## config.mk

```make
export PLATFORM = sky130hd
export DESIGN_NAME = bmb5_ram
export DESIGN_NICKNAME = d
export VERILOG_FILES = /design/src/sv/binary_map_binomial_blur_5x5_macros.svh /design/src/sv/bmb5_ram.sv
export SDC_FILE = /design/constraint.sdc
export NUM_CORES = 1
export LEC_CHECK = 0
export ABC_AREA = 1
export ABC_CLOCK_PERIOD_IN_PS = 1350
export BUFFER_PORTS_ARGS = -buffer_cell sky130_fd_sc_hd__buf_2
export CAP_MARGIN = 40
export CORE_MARGIN = 2
export CORE_UTILIZATION = 35
export CTS_CLUSTER_DIAMETER = 200
export DETAILED_ROUTE_END_ITERATION = 7
export HOLD_SLACK_MARGIN = 0.12
export SYNTH_ARGS = -nofsm -noshare
export SYNTH_HDL_FRONTEND = slang
export SYNTH_SLANG_ARGS = --single-unit
```

## constraint.sdc

```tcl
create_clock -name clock -period 1.35 [get_ports clock]
set_input_delay 0.135 -clock clock [delete_from_list [all_inputs] [get_ports clock]]
set_output_delay 0.135 -clock clock [all_outputs]
set_load 0.02 [all_outputs]
```

## src/sv/binary_map_binomial_blur_5x5_macros.svh

```systemverilog
// Assertion macros for the blur block's top-level RTL file.
`ifndef BINARY_MAP_BINOMIAL_BLUR_5X5_MACROS_SVH
`define BINARY_MAP_BINOMIAL_BLUR_5X5_MACROS_SVH

`ifndef SYNTHESIS

// Same-cycle implication, disabled while reset is high.
`define BMB5_ASSERT_NOW(lbl, clk, rst, ante, cons) \
   lbl: assert property (@(posedge clk) disable iff (rst) (ante) |-> (cons)) \
      else $error("blur block check failed");

// Next-cycle implication, disabled while reset is high.
`define BMB5_ASSERT_NEXT(lbl, clk, rst, ante, cons) \
   lbl: assert property (@(posedge clk) disable iff (rst) (ante) |=> (cons)) \
      else $error("blur block check failed");

`else

`define BMB5_ASSERT_NOW(lbl, clk, rst, ante, cons)
`define BMB5_ASSERT_NEXT(lbl, clk, rst, ante, cons)

`endif

`endif

```

## src/sv/bmb5_ram.sv

```systemverilog
// Generic single-port RAM with registered read data.
module bmb5_ram #(
   parameter int WIDTH = 1,
   parameter int DEPTH = 16
) (
   input  logic                     clock,
   input  logic                     we,
   input  logic [$clog2(DEPTH)-1:0] addr,
   input  logic [WIDTH-1:0]         wdata,
   output logic [WIDTH-1:0]         rdata_ff
);

   logic [WIDTH-1:0] mem [DEPTH];

   always_ff @(posedge clock) begin
      if (we) begin
         mem[addr] <= wdata;
      end
      rdata_ff <= mem[addr];
   end

endmodule

```

[Word-level counts from Yosys, hierarchy flattened]
Memory sizes are Yosys's and may differ from the RTL's. A register that Yosys moved wholly into a read port is not among the register bits.
Index checks and enable logic that the tools add are counted.
Widths: inputs -> output; s select.
Storage, ports and cells
  RAM bits: 16
  bits of input ports: 7
  output and inout bits: 1
  logic and storage cells: 3
  register bits: 0
  memories: 1
Cells by class
  mux-type cells: 2
Memory list
  mem: depth 16, width 1, read ports 1, clocked after memory_dff 1, write ports 1, line bmb5_ram.sv:13  | logic [WIDTH-1:0] mem [DEPTH];
Operators by type and width (count)
  $mux 1: 2

[Depth between registers and ports, before layout]
Gate-level depths: netlist of run 1.
  depth after elaboration: 2
  gate-level depth with buffers: 9
  mapped depth without buffers: 9

[Worst setup path before layout of run 1]
No wires, ideal clock.
  kind: register to register
  start point: memory mem[15]
  end point: register rdata_ff, read port of mem
  library setup time: 111 ps
  arrival time: 692 ps
  cell stages (with the launch flop): 9
  path buffers: 0
  path slack: 546 ps
  period minus slack after synthesis: 804 ps
  required time: 1239 ps
  cell sequence: edfxtp_1 nand2_1 nand2_1 nand2_1 nand2_1 nand2_1 nand2_1 inv_1 nand2_1
RTL lines
  start: declaration: line bmb5_ram.sv:13
  end: declaration: line bmb5_ram.sv:10  | output logic [WIDTH-1:0] rdata_ff

==> flow_metrics.tcl, run 1 <==
set metrics [dict create \
    die_h_um 51.98 \
    nNetsFinal 113 \
    postRouteAntennaNets 0 \
    rr_endpoint "rdata_ff" \
    cts_max_level 1 \
    num_vias 618 \
    synthArstFlopShare_pct 0 \
    cts_tree "done" \
    synth_fa_ha_area_share_pct 0 \
    post_cts_buffers 0 \
    drt-initial-drc-count 21 \
    vias_per_cell 4.647 \
    synth.avg_cell_area_um2 8.482 \
    p_leak_nw 0.3997 \
    drc 0 \
    yosysWarnings 0 \
    synth_simple_gate_area_share_pct 31.83 \
    yosysMostFrequentCell "nand2_1" \
    seq_area_frac_synth_pct 62.11 \
    cp-end-kind "flip-flop" \
    area_delta_synth_final_pct 10.71 \
    synth_cell_type_count 8 \
    setup_viol 0 \
    clockBufferDepth 2 \
    layout-drive-gt1-share_pct 11.43 \
    synth_top_cell_by_area "edfxtp_1" \
    synth_edf_count 16 \
    ir_drop_mv 0.4392 \
    dp_cells 129 \
    synth-main-ff-cell "edfxtp_1" \
    num_rows 17 \
    cts_made_buffers 3 \
    root_buffer "clkbuf_4" \
    worst_pin_slew_ns 0.2396 \
    clock_sinks 17 \
    start_util_pct 36.78 \
    netlist_area_um2 805.8 \
    synth-compound-area-share_pct 0 \
    max_stage_delay_ns 0.38 \
    required_ns 1.54 \
    final_hold_viol_count 0 \
    postSynthCellCount 95 \
    status "completed" \
    crit_type "reg2reg" \
    worst-path-max-fanout 1 \
    synth_commonest_cells "44 x nand2_1, 19 x nor2_1, 16 x edfxtp_1" \
    grt_overflow 0 \
    maxSlewHeadroom_pct 84.03 \
    ioPinCount 8 \
    start_kind "flip-flop" \
    antenna_found_initial 0 \
    portBuffers 7 \
    path_clk_slew_ns 0.10 \
    cap_violations 0 \
    hold_path_end "mem[9]" \
    hold_class "in2reg" \
    instances_no_fill 133 \
    synth_top_family_by_area "simple AND/OR/NAND/NOR gates" \
    finClkSkew_ns 0.002903 \
    tns_ns 0 \
    diodes 0 \
    muxShareOfSynthArea_pct 0 \
    p_per_area_nw_per_um2 1077 \
    clkLatencyLatePin_ns 0.29 \
    arrival_ns 1.11 \
    yosys.area.top_type_share_pct 59.63 \
    coreArea_um2 2191 \
    grtUsageTotal_pct 13.54 \
    routabilityCongestion 0.8651 \
    rr_startpoint "mem[7]" \
    rsz0062_at_grt "false" \
    wl_per_cell_um 11.89 \
    fin_hold_ws_ns 0.2151 \
    regToRegSetupSlack_ns 0.44 \
    rr_worst_depth 8 \
    ys_top_cells_by_area "edfxtp_1 60%, nand2_1 20%, nor2_1 8.9%" \
    fin_crit_sh_pct 67.62 \
    post_cts_resized 0 \
    crit_slowest_cell "edfxtp_1" \
    die_x_um 51.98 \
    power_uw 961.0 \
    dp.final_hpwl_mm 1.150 \
    fin_crit_ns 0.9128 \
    crit_top_cell "nand2_1" \
    grt_pass1_wl_mm 2.518 \
    path_cells "nand2_1, nand2_1, nand2_1, nand2_1, nand2_1, nand2_1, inv_1, nand2_1" \
    holdPathStages 1 \
    fmax_mhz 1095 \
    grt_pass1_vias 573 \
    synth_xor_area_share_pct 0 \
    drt_wl_total_mm 1.582 \
    dp_worst_setup_slack_ns 0.2717 \
    drv_slew 0 \
    fin_ws_ns 0.4372 \
    synth.net_count 102 \
    hp-start "wdata" \
    cts_hold_buf 0 \
    first_pass_iters 4 \
    grt_max_degree 17 \
    dieArea_um2 2702 \
    ys_seq_elements 17 \
]
## sequential cells by signal, summed over array words and instances (netlist names)
name / count
mem: 16
rdata_ff: 1
## critical path, delay by kind of cell (launching register included)
family / cells / cell delay (ns)
AND/OR/NAND/NOR: 7 / 0.40
flip-flops: 1 / 0.38
buffers and inverters: 1 / 0.05
## worst max path at each step
stage	startpoint	to	slack, ns	cells past startpoint
detailed placement	addr[0]	mem[6]	0.27	4
CTS	mem[7]	rdata_ff	0.44	8
floorplan	mem[15]	rdata_ff	0.55	8
global placement	addr[0]	mem[6]	0.27	4
global route	mem[7]	rdata_ff	0.33	8
finish	mem[7]	rdata_ff	0.44	8
## cells in the final DEF, fill, tap and decap left out
| cell type | count |
|---|---|
| clkinv_2 | 1 |
| buf_2 | 7 |
| clkbuf_4 | 3 |
| nand3_1 | 4 |
| edfxtp_1 | 16 |
| inv_1 | 9 |
| nand2_1 | 44 |
| dfxtp_1 | 1 |
| nor2_1 | 19 |
| inv_2 | 1 |
## cells by family (layout without fill, tap and decap cells)
kind of cell           after synthesis  in the layout
and+or+nand+nor                     67             67
DFF                                 17             17
buffers and inverters               11             21
## cell type report
| class | count | area [um2] |
|---|---|---|
| multi-input cells | 67 | 256.5 |
| well taps | 28 | 35.03 |
| clock inverters | 1 | 5.005 |
| clock buffers | 3 | 22.52 |
| fillers | 226 | 1299 |
| flip-flops and latches | 17 | 500.5 |
| inverters | 10 | 37.54 |
| repair buffers | 7 | 35.03 |
## metrics by stage
| step | utilization (%) | cell area [um2] |
|---|---|---|
| 6_report | 40.72 | 892.1 |
| 5_1_grt | 40.72 | 892.1 |
| 4_1_cts | 40.72 | 892.1 |
| 3_5_place_dp | 39.46 | 864.6 |
| 3_3_place_gp | 39.46 | 864.6 |
| 2_1_floorplan | - | 805.8 |
## routing by layer
layer,routed length [um],track usage (%),up-vias
li1,-,-,314
met1,643,15.00,272
met2,832,23.63,30
met3,89,2.874,2
met4,17,7.895,0
met5,0,0,-
## power by group
group / switching (mW) / total [mW] / internal [mW]
logic: 0.0681 / 0.0957 / 0.0276
clock network: 0.163 / 0.273 / 0.110
registers: 0.00323 / 0.592 / 0.589
total: 0.234 / 0.961 / 0.727
Power figures use the tool's default switching activity.
==> run 2, diff against run 1 <==
Settings changed: ABC_CLOCK_PERIOD_IN_PS 1350 to 900.
Clock period 1.35 ns to 0.9 ns, I/O delays scaled along.
==> flow_metrics.tcl, run 2 (synthesis gave the netlist of run 1 again) <==
set metrics [dict create \
    fin_crit_ns 0.9133 \
    routabilityCongestion 0.8233 \
    clockBufferDepth 2 \
    grtUsageTotal_pct 13.21 \
    start_util_pct 36.78 \
    max_stage_delay_ns 0.40 \
    die_x_um 51.98 \
    hold_class "in2reg" \
    holdPathStages 1 \
    largest_register_ff_count 16 \
    crit_slowest_cell "edfxtp_1" \
    maxSlewHeadroom_pct 84.23 \
    final_common_cell "nand2_1" \
    clock_sinks 17 \
    nNetsFinal 118 \
    cp-end-kind "flip-flop" \
    crit_cells 8 \
    ioPinCount 8 \
    fin_crit_sh_pct 101.5 \
    top_regs "mem (16), rdata_ff (1)" \
    drv_slew 0 \
    grt_pass1_vias 623 \
    layout-drive-gt1-share_pct 14.55 \
    grt_overflow 0 \
    rr_endpoint "rdata_ff" \
    final_hold_viol_count 0 \
    rr_worst_depth 8 \
    crit_type "reg2reg" \
    regToRegSetupSlack_ns -0.01 \
    arrival_ns 1.11 \
    p_per_area_nw_per_um2 1563 \
    area_delta_synth_final_pct 15.22 \
    rsz0062_at_grt "true" \
    crit_start "mem[4]" \
    start_kind "flip-flop" \
    power_mw 1.451 \
    portBuffers 7 \
    final_util_pct 42.38 \
    cts_hold_buf 0 \
    layout_common_cells "44 x nand2_1, 19 x nor2_1, 16 x edfxtp_1" \
    vias_per_cell 4.558 \
    antenna_found_initial 0 \
    crit_top_cell "nand2_1" \
    fmax_mhz 1095 \
    drt-initial-drc-count 20 \
    p_leak_nw 0.4214 \
    drc 0 \
    worst_pin_slew_ns 0.2366 \
    grt_pass1_wl_mm 2.539 \
    postRouteAntennaNets 0 \
    fin_ws_ns -0.01334 \
    die_h_um 51.98 \
    grt_max_degree 17 \
    clkLatencyLatePin_ns 0.28 \
    ir_drop_mv 0.5696 \
    worstPathBufferInverterCount 1 \
    root_buffer "clkbuf_4" \
    tns_ns -0.01334 \
    cts_tree "done" \
    setup_viol 1 \
    dp.final_hpwl_mm 1.190 \
    coreArea_um2 2191 \
    post_cts_buffers 0 \
    status "finished, violations left" \
    required_ns 1.09 \
    dieArea_um2 2702 \
    rr_startpoint "mem[4]" \
    num_rows 17 \
    first_pass_iters 4 \
    endpoint "rdata_ff" \
    path_clk_slew_ns 0.10 \
    cts_made_buffers 3 \
    finClkSkew_ns 0.003719 \
    cap_violations 0 \
    worst-path-max-fanout 1 \
    diodes 0 \
    num_vias 629 \
    path_delay_family "flip-flops" \
    largest-register "mem" \
    violations "negative setup slack" \
    wl_per_cell_um 11.41 \
    drt_wl_total_mm 1.574 \
    cts_max_level 1 \
    path_cells "nand2_1, nand2_1, nand2_1, nand2_1, nand2_1, nand2_1, inv_1, nand2_1" \
]
-- run 2: cell types whose count changed in the layout (fill, tap and decap cells not counted), sizes merged --
cell and delta:
buf +5, clkbuf +1, clkinv -1
-- run 2: routing by layer --
metal,wire length [um],vias to the layer above,track usage [%]
met2,813,14,23.63
met3,49,2,2.586
met4,17,0,5.263
li1,-,323,-
met5,0,-,0
met1,693,290,15.29
-- run 2: area by class of cell --
cell class,instances,area (um2)
timing repair buffer,12,72.57
multi-input combinational,67,256.5
inverter,10,37.54
tap,28,35.03
clock buffer,4,26.28
fill,220,1262
sequential,17,500.5
-- run 2: worst min-delay path by stage --
stage	slack [ns]	end	start
floorplan	0.19	mem[0]	wdata
global placement	0.48	mem[9]	wdata
detailed placement	0.49	mem[9]	wdata
CTS	0.18	mem[11]	wdata
global route	0.17	mem[11]	wdata
finish	0.17	mem[0]	wdata
-- run 2: stage by stage --
stage	area (um2)	setup WS [ns]	instances	hold WS [ns]
floorplan	805.8	0.09623	95	0.1889
global placement	902.1	-0.03618	134	0.4763
detailed placement	902.1	-0.07129	134	0.4880
CTS	928.4	-0.007422	138	0.1776
global route	928.4	-0.08799	138	0.1711
finish	928.4	-0.01334	138	0.1747
-- run 2: worst reg2reg max path: cells and delay by family (launching register included) --
family	cells	cell delay, ns
DFF	1	0.40
buffers and inverters	1	0.05
and+or+nand+nor	7	0.38
-- run 2: what timing repair did --
action | in CTS | in global routing
resized for setup | 0 | 0
pin swaps | 1 | 5
setup endpoints to repair | 1 | 1
-- run 2: power breakdown --
group / total, mW / switching [mW] / internal (mW)
clock network: 0.403 / 0.231 / 0.172
logic: 0.160 / 0.105 / 0.0554
registers: 0.888 / 0.00476 / 0.883
